==> src/design/iceb_pkg.sv <==
// Shared constants, queue entry type and checksum helper for the ICMP echo request builder.
package iceb_pkg;

    // Field widths of the payload and result beats.
    localparam int BYTE_W   = 8;
    localparam int WORD_W   = 16;
    localparam int OFFSET_W = 11;

    // Largest payload a packet may carry; later bytes are dropped.
    localparam int MAX_PAYLOAD_BYTES = 1472;
    localparam int COUNT_W           = $clog2(MAX_PAYLOAD_BYTES + 1);

    // Header layout.
    localparam logic [BYTE_W-1:0]   ICMP_TYPE_ECHO = 8'd8;
    localparam logic [BYTE_W-1:0]   ICMP_CODE_ECHO = 8'd0;
    localparam logic [OFFSET_W-1:0] HEADER_LEN     = 11'd8;

    // The running sum starts with the type/code word already folded in.
    localparam logic [WORD_W-1:0] SUM_START = {ICMP_TYPE_ECHO, ICMP_CODE_ECHO};

    // Queue between front and back.
    localparam int QUEUE_DEPTH = 4;
    localparam int QPTR_W      = $clog2(QUEUE_DEPTH);

    // Back-end step codes: one payload beat, then eight header beats.
    localparam int STEP_W = 4;
    localparam logic [STEP_W-1:0] STEP_PAYLOAD = 4'd0;
    localparam logic [STEP_W-1:0] STEP_TYPE    = 4'd1;
    localparam logic [STEP_W-1:0] STEP_CODE    = 4'd2;
    localparam logic [STEP_W-1:0] STEP_CK_HI   = 4'd3;
    localparam logic [STEP_W-1:0] STEP_CK_LO   = 4'd4;
    localparam logic [STEP_W-1:0] STEP_ID_HI   = 4'd5;
    localparam logic [STEP_W-1:0] STEP_ID_LO   = 4'd6;
    localparam logic [STEP_W-1:0] STEP_SEQ_HI  = 4'd7;
    localparam logic [STEP_W-1:0] STEP_SEQ_LO  = 4'd8;

    // Configuration port.
    localparam int APB_ADDR_W = 3;
    localparam int APB_DATA_W = 32;
    localparam logic REG_ECHO_IDENTIFIER = 1'b0;

    // One classified item handed from the front to the back.
    typedef struct packed {
        logic                has_byte;
        logic [BYTE_W-1:0]   data_byte;
        logic [OFFSET_W-1:0] offset;
        logic                has_hdr;
        logic [WORD_W-1:0]   psum;
        logic [WORD_W-1:0]   ident;
        logic [WORD_W-1:0]   seq;
        logic                ovf;
    } iceb_entry_t;

    // Ones'-complement add with end-around carry.
    function automatic logic [WORD_W-1:0] ones_add(input logic [WORD_W-1:0] a,
                                                   input logic [WORD_W-1:0] b);
        logic [WORD_W:0] s;
        s = {1'b0, a} + {1'b0, b};
        return s[WORD_W-1:0] + {{(WORD_W-1){1'b0}}, s[WORD_W]};
    endfunction

endpackage

==> src/design/iceb_front.sv <==
// Front end: accepts payload items, keeps the running checksum and classifies each item.
module iceb_front (
    input  logic                         clk,
    input  logic                         rst_n,
    input  logic                         push,
    input  logic [iceb_pkg::BYTE_W-1:0]  payload_byte,
    input  logic                         byte_present,
    input  logic                         end_of_payload,
    input  logic [iceb_pkg::WORD_W-1:0]  ident,
    input  logic                         q_full,
    output logic                         q_push,
    output iceb_pkg::iceb_entry_t        q_entry
);
    import iceb_pkg::*;

    logic [WORD_W-1:0]  sum_reg, sum_next;
    logic [BYTE_W-1:0]  held_reg, held_next;
    logic               odd_reg, odd_next;
    logic [COUNT_W-1:0] count_reg, count_next;
    logic [WORD_W-1:0]  seq_reg, seq_next;
    logic               ovf_reg, ovf_next;

    logic               accept;
    logic               drop;
    logic               take;
    logic               last;
    logic               add_en;
    logic [WORD_W-1:0]  add_word;
    logic [WORD_W-1:0]  sum_new;
    logic               ovf_now;

    // Classify the beat: kept byte, dropped byte, close.
    assign accept  = push && !q_full;
    assign drop    = accept && byte_present
                     && (count_reg >= COUNT_W'(MAX_PAYLOAD_BYTES));
    assign take    = accept && byte_present && !drop;
    assign last    = accept && end_of_payload;
    assign ovf_now = ovf_reg || drop;

    // Pick the one word this beat adds to the sum: a completed pair or a padded odd byte.
    always_comb
    begin
        add_en   = 1'b0;
        add_word = '0;
        priority if (take && odd_reg)
        begin
            add_en   = 1'b1;
            add_word = {held_reg, payload_byte};
        end
        else if (take && last)
        begin
            add_en   = 1'b1;
            add_word = {payload_byte, {BYTE_W{1'b0}}};
        end
        else if (last && odd_reg)
        begin
            add_en   = 1'b1;
            add_word = {held_reg, {BYTE_W{1'b0}}};
        end
        else
        begin
            add_en   = 1'b0;
            add_word = '0;
        end
    end

    assign sum_new = add_en ? ones_add(sum_reg, add_word) : sum_reg;

    // Entry handed to the back end.
    assign q_push            = take || last;
    assign q_entry.has_byte  = take;
    assign q_entry.data_byte = payload_byte;
    assign q_entry.offset    = HEADER_LEN + OFFSET_W'(count_reg);
    assign q_entry.has_hdr   = last;
    assign q_entry.psum      = sum_new;
    assign q_entry.ident     = ident;
    assign q_entry.seq       = seq_reg;
    assign q_entry.ovf       = ovf_now;

    // Per-packet state update.
    always_comb
    begin
        sum_next   = sum_reg;
        held_next  = held_reg;
        odd_next   = odd_reg;
        count_next = count_reg;
        seq_next   = seq_reg;
        ovf_next   = ovf_now;
        if (last)
        begin
            sum_next   = SUM_START;
            held_next  = '0;
            odd_next   = 1'b0;
            count_next = '0;
            ovf_next   = 1'b0;
            seq_next   = seq_reg + WORD_W'(1);
        end
        else if (take)
        begin
            count_next = count_reg + COUNT_W'(1);
            if (odd_reg)
            begin
                sum_next = sum_new;
                odd_next = 1'b0;
            end
            else
            begin
                held_next = payload_byte;
                odd_next  = 1'b1;
            end
        end
    end

    always_ff @(posedge clk or negedge rst_n)
    begin
        if (!rst_n)
        begin
            sum_reg   <= SUM_START;
            held_reg  <= '0;
            odd_reg   <= 1'b0;
            count_reg <= '0;
            seq_reg   <= '0;
            ovf_reg   <= 1'b0;
        end
        else
        begin
            sum_reg   <= sum_next;
            held_reg  <= held_next;
            odd_reg   <= odd_next;
            count_reg <= count_next;
            seq_reg   <= seq_next;
            ovf_reg   <= ovf_next;
        end
    end

endmodule

==> src/design/iceb_queue.sv <==
// Short FIFO of classified entries between the front and back ends.
module iceb_queue (
    input  logic                  clk,
    input  logic                  rst_n,
    input  logic                  wr_en,
    input  iceb_pkg::iceb_entry_t wr_entry,
    input  logic                  rd_en,
    output iceb_pkg::iceb_entry_t rd_entry,
    output logic                  full,
    output logic                  not_empty
);
    import iceb_pkg::*;

    iceb_entry_t       slot_reg [QUEUE_DEPTH];
    logic [QPTR_W-1:0] wr_ptr_reg;
    logic [QPTR_W-1:0] rd_ptr_reg;
    logic [QPTR_W:0]   fill_reg;
    logic              do_wr;
    logic              do_rd;

    assign full      = (fill_reg == (QPTR_W + 1)'(QUEUE_DEPTH));
    assign not_empty = (fill_reg != '0);
    assign do_wr     = wr_en && !full;
    assign do_rd     = rd_en && not_empty;
    assign rd_entry  = slot_reg[rd_ptr_reg];

    // Entry storage.
    always_ff @(posedge clk)
    begin
        if (do_wr)
        begin
            slot_reg[wr_ptr_reg] <= wr_entry;
        end
    end

    // Pointers and fill level.
    always_ff @(posedge clk or negedge rst_n)
    begin
        if (!rst_n)
        begin
            wr_ptr_reg <= '0;
            rd_ptr_reg <= '0;
            fill_reg   <= '0;
        end
        else
        begin
            if (do_wr)
            begin
                wr_ptr_reg <= wr_ptr_reg + QPTR_W'(1);
            end
            if (do_rd)
            begin
                rd_ptr_reg <= rd_ptr_reg + QPTR_W'(1);
            end
            if (do_wr && !do_rd)
            begin
                fill_reg <= fill_reg + (QPTR_W + 1)'(1);
            end
            else if (do_rd && !do_wr)
            begin
                fill_reg <= fill_reg - (QPTR_W + 1)'(1);
            end
        end
    end

endmodule

==> src/design/iceb_back.sv <==
// Back end: walks each entry out as a payload beat and/or eight header beats.
module iceb_back (
    input  logic                           clk,
    input  logic                           rst_n,
    input  logic                           q_valid,
    input  iceb_pkg::iceb_entry_t          q_entry,
    output logic                           q_pop,
    input  logic                           pop,
    output logic                           empty,
    output logic [iceb_pkg::OFFSET_W-1:0]  frame_offset,
    output logic [iceb_pkg::BYTE_W-1:0]    frame_byte,
    output logic                           packet_done,
    output logic                           payload_overflow
);
    import iceb_pkg::*;

    logic [STEP_W-1:0]   step_reg;
    logic [WORD_W-1:0]   acc_reg;
    logic                out_valid_reg;
    logic [OFFSET_W-1:0] out_offset_reg;
    logic [BYTE_W-1:0]   out_byte_reg;
    logic                out_done_reg;
    logic                out_ovf_reg;

    logic                advance;
    logic [STEP_W-1:0]   cur_step;
    logic                entry_end;
    logic [OFFSET_W-1:0] beat_offset;
    logic [BYTE_W-1:0]   beat_byte;
    logic [WORD_W-1:0]   cksum;

    // Skip the payload step when the entry only closes the packet.
    assign cur_step  = (step_reg == STEP_PAYLOAD && !q_entry.has_byte) ? STEP_TYPE : step_reg;
    assign advance   = q_valid && (!out_valid_reg || pop);
    assign entry_end = (cur_step == STEP_SEQ_LO)
                       || (cur_step == STEP_PAYLOAD && !q_entry.has_hdr);
    assign q_pop     = advance && entry_end;
    assign cksum     = ~acc_reg;

    // Beat contents for the current step.
    always_comb
    begin
        beat_offset = OFFSET_W'(cur_step) - OFFSET_W'(STEP_TYPE);
        beat_byte   = '0;
        unique case (cur_step)
            STEP_PAYLOAD:
            begin
                beat_offset = q_entry.offset;
                beat_byte   = q_entry.data_byte;
            end
            STEP_TYPE:   beat_byte = ICMP_TYPE_ECHO;
            STEP_CODE:   beat_byte = ICMP_CODE_ECHO;
            STEP_CK_HI:  beat_byte = cksum[WORD_W-1:BYTE_W];
            STEP_CK_LO:  beat_byte = cksum[BYTE_W-1:0];
            STEP_ID_HI:  beat_byte = q_entry.ident[WORD_W-1:BYTE_W];
            STEP_ID_LO:  beat_byte = q_entry.ident[BYTE_W-1:0];
            STEP_SEQ_HI: beat_byte = q_entry.seq[WORD_W-1:BYTE_W];
            STEP_SEQ_LO: beat_byte = q_entry.seq[BYTE_W-1:0];
            default:     beat_byte = '0;
        endcase
    end

    // Step counter and checksum folding: identifier on the type beat, sequence on the code beat.
    always_ff @(posedge clk or negedge rst_n)
    begin
        if (!rst_n)
        begin
            step_reg <= STEP_PAYLOAD;
        end
        else if (advance)
        begin
            step_reg <= entry_end ? STEP_PAYLOAD : cur_step + STEP_W'(1);
        end
    end

    always_ff @(posedge clk)
    begin
        if (advance && cur_step == STEP_TYPE)
        begin
            acc_reg <= ones_add(q_entry.psum, q_entry.ident);
        end
        else if (advance && cur_step == STEP_CODE)
        begin
            acc_reg <= ones_add(acc_reg, q_entry.seq);
        end
    end

    // Output register holding the oldest result beat.
    always_ff @(posedge clk or negedge rst_n)
    begin
        if (!rst_n)
        begin
            out_valid_reg <= 1'b0;
        end
        else if (advance)
        begin
            out_valid_reg <= 1'b1;
        end
        else if (pop)
        begin
            out_valid_reg <= 1'b0;
        end
    end

    always_ff @(posedge clk)
    begin
        if (advance)
        begin
            out_offset_reg <= beat_offset;
            out_byte_reg   <= beat_byte;
            out_done_reg   <= (cur_step == STEP_SEQ_LO);
            out_ovf_reg    <= q_entry.ovf;
        end
    end

    assign empty            = !out_valid_reg;
    assign frame_offset     = out_offset_reg;
    assign frame_byte       = out_byte_reg;
    assign packet_done      = out_done_reg;
    assign payload_overflow = out_ovf_reg;

endmodule

==> src/design/icmp_echo_request_builder.sv <==
// ICMP echo request builder: takes one payload byte per cycle, passing each out at message
// offset 8 plus its index while a ones'-complement checksum runs; the item that closes the
// payload adds the eight header beats (type, code, checksum, identifier, sequence) after it,
// so header bytes come after the payload. Result beats leave at one per cycle from the back
// end while pop keeps taking them, so a closing item holds the result side for all its header
// beats; a four-entry queue between the classifying front end and the back end lets payload
// bytes keep arriving at one per cycle meanwhile, and push is refused only when that queue is
// full. Bytes past 1472 in a packet are dropped and flagged on every later beat of the packet.
// The identifier register sits at byte address 0 of the configuration port.
module icmp_echo_request_builder (
    input  logic                             clk,
    input  logic                             rst_n,
    input  logic                             push,
    output logic                             full,
    input  logic [iceb_pkg::BYTE_W-1:0]      payload_byte,
    input  logic                             byte_present,
    input  logic                             end_of_payload,
    output logic                             empty,
    input  logic                             pop,
    output logic [iceb_pkg::OFFSET_W-1:0]    frame_offset,
    output logic [iceb_pkg::BYTE_W-1:0]      frame_byte,
    output logic                             packet_done,
    output logic                             payload_overflow,
    input  logic                             psel,
    input  logic                             penable,
    input  logic                             pwrite,
    input  logic [iceb_pkg::APB_ADDR_W-1:0]  paddr,
    input  logic [iceb_pkg::APB_DATA_W-1:0]  pwdata,
    output logic [iceb_pkg::APB_DATA_W-1:0]  prdata,
    output logic                             pready
);
    import iceb_pkg::*;

    logic [WORD_W-1:0] ident_reg;
    logic              q_full;
    logic              q_push;
    logic              q_pop;
    logic              q_valid;
    iceb_entry_t       q_wr_entry;
    iceb_entry_t       q_rd_entry;
    logic              reg_sel;

    // Configuration register.
    assign pready  = 1'b1;
    assign reg_sel = (paddr[APB_ADDR_W-1] == REG_ECHO_IDENTIFIER);

    always_ff @(posedge clk or negedge rst_n)
    begin
        if (!rst_n)
        begin
            ident_reg <= '0;
        end
        else if (psel && penable && pwrite && pready && reg_sel)
        begin
            ident_reg <= pwdata[WORD_W-1:0];
        end
    end

    assign prdata = reg_sel ? APB_DATA_W'(ident_reg) : '0;
    assign full   = q_full;

    iceb_front u_front (
        .clk            (clk),
        .rst_n          (rst_n),
        .push           (push),
        .payload_byte   (payload_byte),
        .byte_present   (byte_present),
        .end_of_payload (end_of_payload),
        .ident          (ident_reg),
        .q_full         (q_full),
        .q_push         (q_push),
        .q_entry        (q_wr_entry)
    );

    iceb_queue u_queue (
        .clk       (clk),
        .rst_n     (rst_n),
        .wr_en     (q_push),
        .wr_entry  (q_wr_entry),
        .rd_en     (q_pop),
        .rd_entry  (q_rd_entry),
        .full      (q_full),
        .not_empty (q_valid)
    );

    iceb_back u_back (
        .clk              (clk),
        .rst_n            (rst_n),
        .q_valid          (q_valid),
        .q_entry          (q_rd_entry),
        .q_pop            (q_pop),
        .pop              (pop),
        .empty            (empty),
        .frame_offset     (frame_offset),
        .frame_byte       (frame_byte),
        .packet_done      (packet_done),
        .payload_overflow (payload_overflow)
    );

endmodule

==> config.mk <==
export PLATFORM = sky130hd
export DESIGN_NAME = icmp_echo_request_builder
export DESIGN_NICKNAME = d
export VERILOG_FILES = /design/src/design/iceb_pkg.sv /design/src/design/iceb_front.sv /design/src/design/iceb_queue.sv /design/src/design/iceb_back.sv /design/src/design/icmp_echo_request_builder.sv
export SDC_FILE = /design/constraint.sdc
export NUM_CORES = 1
export LEC_CHECK = 0
export BUFFER_PORTS_ARGS = -buffer_cell sky130_fd_sc_hd__buf_2
export CORE_MARGIN = 5
export CORE_UTILIZATION = 30
export DETAILED_ROUTE_END_ITERATION = 8
export PLACE_DENSITY = 0.46
export SYNTH_ARGS = -nofsm -noshare
export SYNTH_HDL_FRONTEND = slang
export SYNTH_SLANG_ARGS = --single-unit
==> constraint.sdc <==
create_clock -name clk -period 7.6 [get_ports clk]
set_clock_uncertainty 0.1 [all_clocks]
set_input_delay 0 -clock clk [delete_from_list [all_inputs] [get_ports clk]]
set_output_delay 0 -clock clk [all_outputs]
set_load 0.01 [all_outputs]
==> results.cfg, run 1 <==
[floorplan]
num_rows = 93
core_region_area_um2 = 64700
die_height_um = 265.9
ioPinCount = 108
initial_core_util_pct = 30.37
die_w_um = 265.9
die_area_um2 = 70710

[sta]
finalHoldViolations = 0
worstMarginPinSlew_ps = 997.3
fin_crit_ps = 6746
finalCritPeriodShare_pct = 88.76
final.setup.tns_ps = 0
setup_violations = 0
finalWorstSetupSlack_ps = 854.0
rsz0062_at_grt = false
fmax_ghz = 0.1482
maxSlewViolCount = 0
slew-limit-headroom_pct = 32.64
timing.hold.ws_ps = 60.55

[clock_network]
cts-resized-gates = 0
hold_buffers = 31
cts_made_buffers = 44
clk-insertion-delay-late_ps = 580
post-cts-setup-buffers = 0
clk_pin_slew_ps = 60
h-tree-depth = 2
cts_tree = yes
clockBufferDepth = 3
cts-root-buf = clkbuf_16
clock_sinks = 398

[worst_hold_path]
hp-class = in -> reg

[routing]
firstDrtPassIters = 5
avgViaCountPerCell = 4.970
drc = 0
wl_per_cell_um = 20.73
num_vias = 11960
drt-initial-drc-count = 934
totalWireLength_um = 49870
drtAntennaViolNets = 0

[global_route]
grt_use_met3_pct = 2.660
antenna_found_initial = 1
grt_pass1_vias = 11940
grt_max_degree = 58
busiest_layer = met2
use_met2_pct = 22.04
grt_use_total_pct = 13.83
grt-ovfl-total = 0
grt_pass1_wl_um = 75590
gr-usage-met1_pct = 19.77

[critical_path]
cp-end-kind = flip-flop
crit_chain = and3_1 > o21ai_1 > and2_4 > nand2b_1 > and2_1 > a22o_1 > ha_1 > nand2_1 > o21ai_1 > a2111o_1 > o21a_1 > a21o_1 > a21oi_1 > o21bai_1 > a21o_1 > ha_1 > ha_1 > nand2_1 > nor4_4 > nand4_1 > nor3_2 > xor2_1 > o21ai_0
cp_common_cell = ha_1
crit_type = reg -> reg
max_stage_delay_ps = 500
r2r_slack_ps = 850
crit_slowest_cell = o21ai_0
arrival_ps = 6930
path_max_fanout = 16
worstPathRequired_ps = 7790
worstSetupStartpointType = flip-flop

[layout]
largest_reg_flops = 280
area_growth_pct = 15.54
layout-drive-gt1-share_pct = 19.35
nets = 1640
fin_area_um2 = 22700
layoutNonFillerInstCount = 2406

[logic_synthesis]
syn_inst = 1405
yosysWarnings = 0
synth_top_area_cell = edfxtp_1
synth_top_cell_area_share_pct = 48.45
yosys_most_used_dff = edfxtp_1
avgSynthCellArea_um2 = 13.98
ys_seq_area_share_pct = 58.77
synth.most_common_cell = edfxtp_1
synth_edf_count = 317
ys_ff_latch = 398
yosys-top-cells-count = edfxtp_1, nand2_1, dfrtp_1, mux4_2, ha_1
synth_area_um2 = 19650
synth_async_sr_flop_share_pct = 20.35
synthTopCellsByArea = edfxtp_1, dfrtp_1, mux4_2
synth_cell_type_count = 94

[place]
port_buffers = 72
place_ws_ps = 827.6
dp.cells = 2295
gp_congestion = 0.8033
placed_area_um2 = 20970
place.detailed.hpwl_um = 34590

[power]
power-per-cell-area_nw_per_um2 = 437.0
leakage_uw = 0.008402
ir_worst_vdd_mv = 0.1769

[run_status]
status = complete, no violations

[run]
drv_cap = 0
## metrics by stage
step / utilization (%) / power, µW
2_1_floorplan: - / 6475
5_1_grt: 35.08 / 10550
4_1_cts: 35.08 / 10020
3_3_place_gp: 32.41 / 7804
6_report: 35.09 / 9920
3_5_place_dp: 32.41 / 7865
## worst max-delay path, delay by kind of cell (launching register included)
family | cells | cell delay (ps)
DFF | 1 | 430
adders and majority gates | 3 | 620
xor gates and xnor gates | 1 | 120
and+or+nand+nor | 9 | 2580
AOI/OAI and AO/OA | 10 | 2580
## where the power goes
group / internal [µW] / switching [µW] / total [µW]
Clock: 1210 / 879 / 2090
Combinational: 1790 / 2710 / 4500
Sequential: 3000 / 329 / 3330
## cell families (layout without fill, tap and decap cells)
family          after synthesis  in the layout  synth area share, %
mux                         109            109                10.18
xor+xnor                    100            100                4.458
buf+inv                     108            238                2.484
other cells                   2             18              0.03822
compound gates              249            249                9.240
flops                       398            398                58.77
simple gates                368            368                10.16
fa+ha+maj                    71             71                4.674
## layout by cell type, fill, tap and decap left out, types with 7 or more instances in the layout
master and instances:
mux2i_1 16, clkbuf_16 44, a22oi_1 14, dlygate4sd3_1 30
or3_1 10, nor3_1 15, nor2b_1 29, nor2_1 63
o21a_1 10, conb_1 17, edfxtp_1 317, buf_4 21
dfrtp_1 78, mux2_2 19, nand3_1 34, nand4_1 14
nor3b_1 10, mux4_2 70, nand2_1 97, o21ai_1 13
o22ai_1 9, o21ai_0 36, nand2b_1 7, a21o_1 21
xnor2_1 56, clkbuf_1 9, buf_2 71, and2_1 23
a22o_1 9, ha_1 67, and3_1 18, inv_1 35
xor2_1 44, a21oi_1 59
## final timing paths
path                                      start                 endpoint  cells after the start
hold reg to reg             u_queue.fill_reg[2]      u_queue.fill_reg[2]                      1
min in group asynchronous                 rst_n     u_front.count_reg[7]                      4
hold / removal                             push  u_queue.slot_reg[3][69]                      3
setup reg to reg           u_front.count_reg[6]  u_queue.slot_reg[0][45]                     23
setup / recovery           u_front.count_reg[6]  u_queue.slot_reg[0][45]                     23
max in group asynchronous                 rst_n    u_queue.rd_ptr_reg[0]                      4
## area by class of cell
| class | instances | area (µm²) |
|---|---|---|
| fill | 6336 | 42000 |
| sequential | 398 | 11550 |
| multi-input combinational | 914 | 7679 |
| clock buffer | 57 | 1190 |
| tap | 855 | 1070 |
| timing repair buffer | 124 | 853.3 |
| clock inverter | 22 | 220.2 |
| inverter | 35 | 131.4 |
| antenna | 1 | 2.502 |
## layer usage
layer	part of all wire, %	wire length [µm]
met2	46	23140
met5	0	0
met4	1.9	928
met1	47	23470
met3	4.7	2322
Power figures use the tool's default switching activity.
==> run 2: changes to the inputs <==
ABC_AREA = 1   (was not set)
GPL_ROUTABILITY_DRIVEN = 0   (was not set)
HOLD_SLACK_MARGIN = 0.02   (was not set)
==> run 2 against run 1 <==
Effect of this change:
- worst setup slack better by 810 ps
- register-to-register slack improved by 810 ps
- largest power group unchanged
- maximum frequency rose by 14%
- flip-flop and latch count unchanged
- clock power about the same
- area after synthesis increased by 1.9%
- critical path type unchanged
- sequential power increased by 1%
- combinational power rose by 28%
==> results.cfg, run 2 <==
[logic_synthesis]
muxShareOfSynthArea_pct = 0
synth_top_area_cell = edfxtp_1
synth_area_um2 = 20030
synth_compound_gate_area_share_pct = 11.14
syn_inst = 2048
synth-xor-area-share_pct = 2.093
avgSynthCellArea_um2 = 9.780
yosysWarnings = 0
yosys_most_used_dff = edfxtp_1
synth_simple_gate_area_share_pct = 18.40
ys_seq_area_share_pct = 57.65
synth_cell_type_count = 60
synth_top_family_by_area = simple AND/OR/NAND/NOR gates
ys_ff_latch = 398
synthTopCellsByArea = edfxtp_1, dfrtp_1, nand2_1
yosys-top-cells-count = nand2_1, edfxtp_1, nor2_1, inv_1, o21ai_0
synth_edf_count = 317
synth.most_common_cell = nand2_1
synth_top_cell_area_share_pct = 47.53
synth_async_sr_flop_share_pct = 20.35
synthAdderAreaFrac_pct = 4.585

[critical_path]
max_stage_delay_ps = 570
arrival_ps = 6130
cp-end-kind = flip-flop
worstSetupStartpointType = flip-flop
crit_slowest_cell = dlygate4sd3_1
worstPathRequired_ps = 7800
path_max_fanout = 14
cp_common_cell = nand2_1
crit_type = reg -> reg

[sta]
fmax_ghz = 0.1686
maxSlewViolCount = 0
rsz0062_at_grt = false
timing.hold.ws_ps = 36.37
final.setup.tns_ps = 0
worstMarginPinSlew_ps = 1088
fin_crit_ps = 5932
finalCritPeriodShare_pct = 78.06
setup_violations = 0
slew-limit-headroom_pct = 27.21
finalHoldViolations = 0

[layout]
nets = 2303
layoutNonFillerInstCount = 3080
area_growth_pct = 16.86
largest_reg_flops = 280
final_common_cell = nand2_1
nFillCells = 6627
layout-drive-gt1-share_pct = 10.51
diodes = 0
fin_util_pct = 35.47
layout_common_cells = nand2_1, edfxtp_1, nor2_1, inv_1, o21ai_0

[clock_network]
cts_made_buffers = 45
clock_sinks = 398
cts-root-buf = clkbuf_16
cts-resized-gates = 0
cts_tree = yes
h-tree-depth = 2
clk_pin_slew_ps = 60
clockBufferDepth = 3
clk-insertion-delay-late_ps = 570

[place]
dp.cells = 2933
port_buffers = 72
place.detailed.hpwl_um = 36960

[run]
drv_cap = 0

[floorplan]
initial_core_util_pct = 30.36
num_rows = 94
die_w_um = 268.4
die_height_um = 268.4
ioPinCount = 108
core_region_area_um2 = 65980
die_area_um2 = 72030

[routing]
firstDrtPassIters = 5
num_vias = 14790
drc = 0
totalWireLength_um = 54940
avgViaCountPerCell = 4.803
drtAntennaViolNets = 0
wl_per_cell_um = 17.84
drt-initial-drc-count = 919

[global_route]
grt_max_degree = 144
grt_pass1_wl_um = 84280
grt_pass1_vias = 14430
grt_use_total_pct = 14.97
antenna_found_initial = 0
grt-ovfl-total = 0

[power]
leakage_uw = 0.009497
power-per-cell-area_nw_per_um2 = 479.3
ir_worst_vdd_mv = 0.2129

[run_status]
status = complete, no violations

[worst_hold_path]
hp-class = in -> reg
-- run 2: cell count changes after synthesis, moves of 46 or more --
| cell | before | now |
|---|---|---|
| inv_1 | 35 | 209 |
| mux4_2 | 70 | 0 |
| nand2_1 | 97 | 337 |
| nand3_1 | 34 | 104 |
| nor2_1 | 63 | 297 |
| o21ai_0 | 36 | 154 |
| o22ai_1 | 9 | 70 |
| xnor2_1 | 56 | 10 |
-- run 2: logic make-up (layout without fill, tap and decap cells) --
family,after synthesis,after routing
flops,398,398
other cells,2,17
buf+inv,298,451
compound gates,387,387
simple gates,848,848
fa+ha+maj,71,71
xor+xnor,44,44
-- run 2: final timing paths --
check                               startpoint                 endpoint  slack (ps)  cells after the start
min reg2reg                    u_front.ovf_reg          u_front.ovf_reg         390                      2
min                             end_of_payload       u_front.sum_reg[2]          40                      5
min in group asynchronous                rst_n             ident_reg[0]         400                      4
max reg2reg                u_queue.fill_reg[0]  u_queue.slot_reg[0][44]        1670                     31
max in group asynchronous                rst_n    u_queue.rd_ptr_reg[0]        6020                      4
max                        u_queue.fill_reg[0]  u_queue.slot_reg[0][44]        1670                     31
-- run 2: stage by stage --
stage               setup slack [ps]  power [µW]  area (µm²)
floorplan                       3111        7413       20090
global placement                2256        9125       21330
finish                          1668       11220       23410
detailed placement              2153        9153       21330
CTS                             1704       11320       23410
global route                    1127       12180       23410
-- run 2: power breakdown --
part	leakage [µW]	switching (µW)	internal, µW
Sequential	0.00393	265	3100
Combinational	0.00488	4010	1760
Clock	0.000695	873	1210
-- run 2: area by class of cell --
type	instances	area (µm²)	area share (%)
clock buffer	61	1226	5.239
timing repair buffer	151	1151	4.918
multi-input combinational	1367	7376	31.51
tap	864	1081	4.619
clock inverter	22	201.4	0.8606
sequential	398	11550	49.36
inverter	217	818.3	3.496
-- run 2: routing by layer --
metal | global-route usage [%] | routed length [µm] | share of wire (%)
met3 | 2.353 | 2428 | 4.4
met1 | 19.91 | 24760 | 45
met4 | 3.250 | 1061 | 1.9
met2 | 26.02 | 26680 | 49
met5 | 0 | 0 | 0
-- run 2: repair_timing --
action	CTS	global route
buffers inserted	0	0
hold endpoints to repair	162	0
hold buffers	64	0
-- run 2: worst max-delay path: cells and delay by family, from the launching register on --
kind	cells	cell delay, ps
buf+inv	5	1000
flops	1	420
compound gates	3	700
simple gates	21	2960
fa+ha+maj	2	490
==> run 3: changes to the inputs <==
PLACE_DENSITY = 0.48   (was 0.46)
clock period = 4.9 ns   (was 7.6 ns; I/O delays follow)
==> run 3 against run 2 <==
Effect of this change:
- global-route usage hardly changed
- flip-flop and latch count stayed put
- power is 57% higher
- non-clock buffer count is 7 higher
- critical path depth is 3 lower
- utilization hardly changed
- register-to-register slack worse by 1300 ps
- combinational power is 62% higher
- die area stayed put
- largest power group unchanged
- highest routed layer unchanged
==> results.cfg, run 3 (same netlist as run 2, synthesis figures left out) <==
[power]
ir_worst_vdd_mv = 0.2970
power-per-cell-area_nw_per_um2 = 750.2
leakage_uw = 0.009501

[clock_network]
cts_tree = yes
clockBufferDepth = 3
cts_made_buffers = 42
h-tree-depth = 2
clk-insertion-delay-late_ps = 560
cts-root-buf = clkbuf_16
clk_pin_slew_ps = 60
clock_sinks = 398

[place]
dp.cells = 2961
port_buffers = 72
place.detailed.hpwl_um = 37610
placed_area_um2 = 21630

[global_route]
grt_pass1_wl_um = 84550
grt_max_degree = 99
grt_pass1_vias = 14220
grt_use_total_pct = 15.01
antenna_found_initial = 0
grt-ovfl-total = 0

[sta]
worstMarginPinSlew_ps = 1140
fin_crit_ps = 4489
finalCritPeriodShare_pct = 91.61
setup_violations = 0
slew-limit-headroom_pct = 23.80
final.setup.tns_ps = 0
rsz0062_at_grt = false
maxSlewViolCount = 0
finalHoldViolations = 0
fmax_ghz = 0.2228

[critical_path]
worstPathRequired_ps = 5090
arrival_ps = 4670
cp-end-kind = flip-flop
r2r_slack_ps = 410
crit_slowest_cell = dfrtp_1
reg2reg_depth = 28
max_stage_delay_ps = 400
r2r-start = u_queue.fill_reg[0]
setup.worst_path.end = u_queue.slot_reg[3][39]
path_max_fanout = 8
cp-startpoint = u_queue.fill_reg[0]
crit_type = reg -> reg
rr_endpoint = u_queue.slot_reg[3][39]
worstSetupStartpointType = flip-flop

[floorplan]
num_rows = 94
die_area_um2 = 72030
die_w_um = 268.4
core_region_area_um2 = 65980
ioPinCount = 108
die_height_um = 268.4
initial_core_util_pct = 30.36

[layout]
nets = 2307
fin_util_pct = 35.50
layoutNonFillerInstCount = 3080
diodes = 0
area_growth_pct = 16.94
layout_common_cells = nand2_1, edfxtp_1, nor2_1, inv_1, o21ai_0
largest_reg_flops = 280
final_common_cell = nand2_1
layout-drive-gt1-share_pct = 12.86
fin_area_um2 = 23420

[routing]
wl_per_cell_um = 17.93
firstDrtPassIters = 5
drc = 0
top_layer = met4
drt-initial-drc-count = 1042
wl_met1_um = 24380
avgViaCountPerCell = 4.831
totalWireLength_um = 55230
num_vias = 14880
wl_met2_um = 26830
wl_met3_um = 2537
drtAntennaViolNets = 0

[worst_hold_path]
hp-class = in -> reg

[run]
drv_cap = 0

[run_status]
status = complete, no violations
==> run 3: cell types whose count changed in the layout (fill, tap and decap cells not counted), sizes merged <==
| cell | previous run | this run |
|---|---|---|
| clkinvlp | 1 | 2 |
| dlygate4sd3 | 63 | 31 |
| clkinv | 20 | 17 |
| clkbuf | 61 | 56 |
| buf | 88 | 127 |
==> run 3: where the power goes <==
group,internal [µW],total (µW),switching (µW),leakage (µW)
sequential,4810,5200,392,0.00393
combinational,2990,9320,6330,0.00494
clock,1750,3050,1300,0.000635
total,9540,17600,8030,0.00950
==> run 3: metrics by stage <==
stage / power, µW / hold WS [ps] / worst slack, ps
6_report: 17570 / 102.4 / 410.9
5_1_grt: 19070 / 116.3 / 11.01
4_1_cts: 17680 / 81.66 / 78.34
3_5_place_dp: 14530 / -88.11 / 116.9
3_3_place_gp: 14450 / -97.75 / 256.4
2_1_floorplan: 11500 / -395.6 / 411.1
==> run 3: worst min-delay path by stage <==
stage,slack [ps],from,depth (start not counted),endpoint
floorplan,-400,rst_n,0,ident_reg[0]
global placement,-100,rst_n,1,u_front.count_reg[5]
detailed placement,-90,rst_n,1,u_front.count_reg[6]
CTS,80,pop,3,u_back.out_valid_reg
global route,120,pop,3,u_back.out_valid_reg
finish,100,pop,3,u_back.out_valid_reg
==> run 3: layer usage <==
layer	global-route usage [%]	up-vias
li1	-	7291
met1	19.87	7204
met2	25.62	310
met3	2.390	74
met4	4.421	0
met5	0	-
==> run 3: what timing repair did <==
item / in CTS / in global routing
endpoints found under the setup margin: 0 / 56
hold endpoints to repair: 144 / 0
buffers inserted: 0 / 11
hold buffers: 32 / 0
resized for setup: 0 / 22
==> run 3: layout make-up <==
type	count	area, µm²
clock buffer	56	1145
clock inverter	20	155.1
fill	6543	42560
inverter	217	815.8
multi-input combinational	1367	7446
sequential	398	11550
tap	864	1081
timing repair buffer	158	1227
==> run 3: critical path, delay by kind of cell (launching register included) <==
family                     cells  cell delay, ps
and+or+nand+nor               15            1870
adders and majority gates      3             590
AOI/OAI and AO/OA              4             570
buffers and inverters          5             460
DFF                            1             400
xor gates and xnor gates       1             200
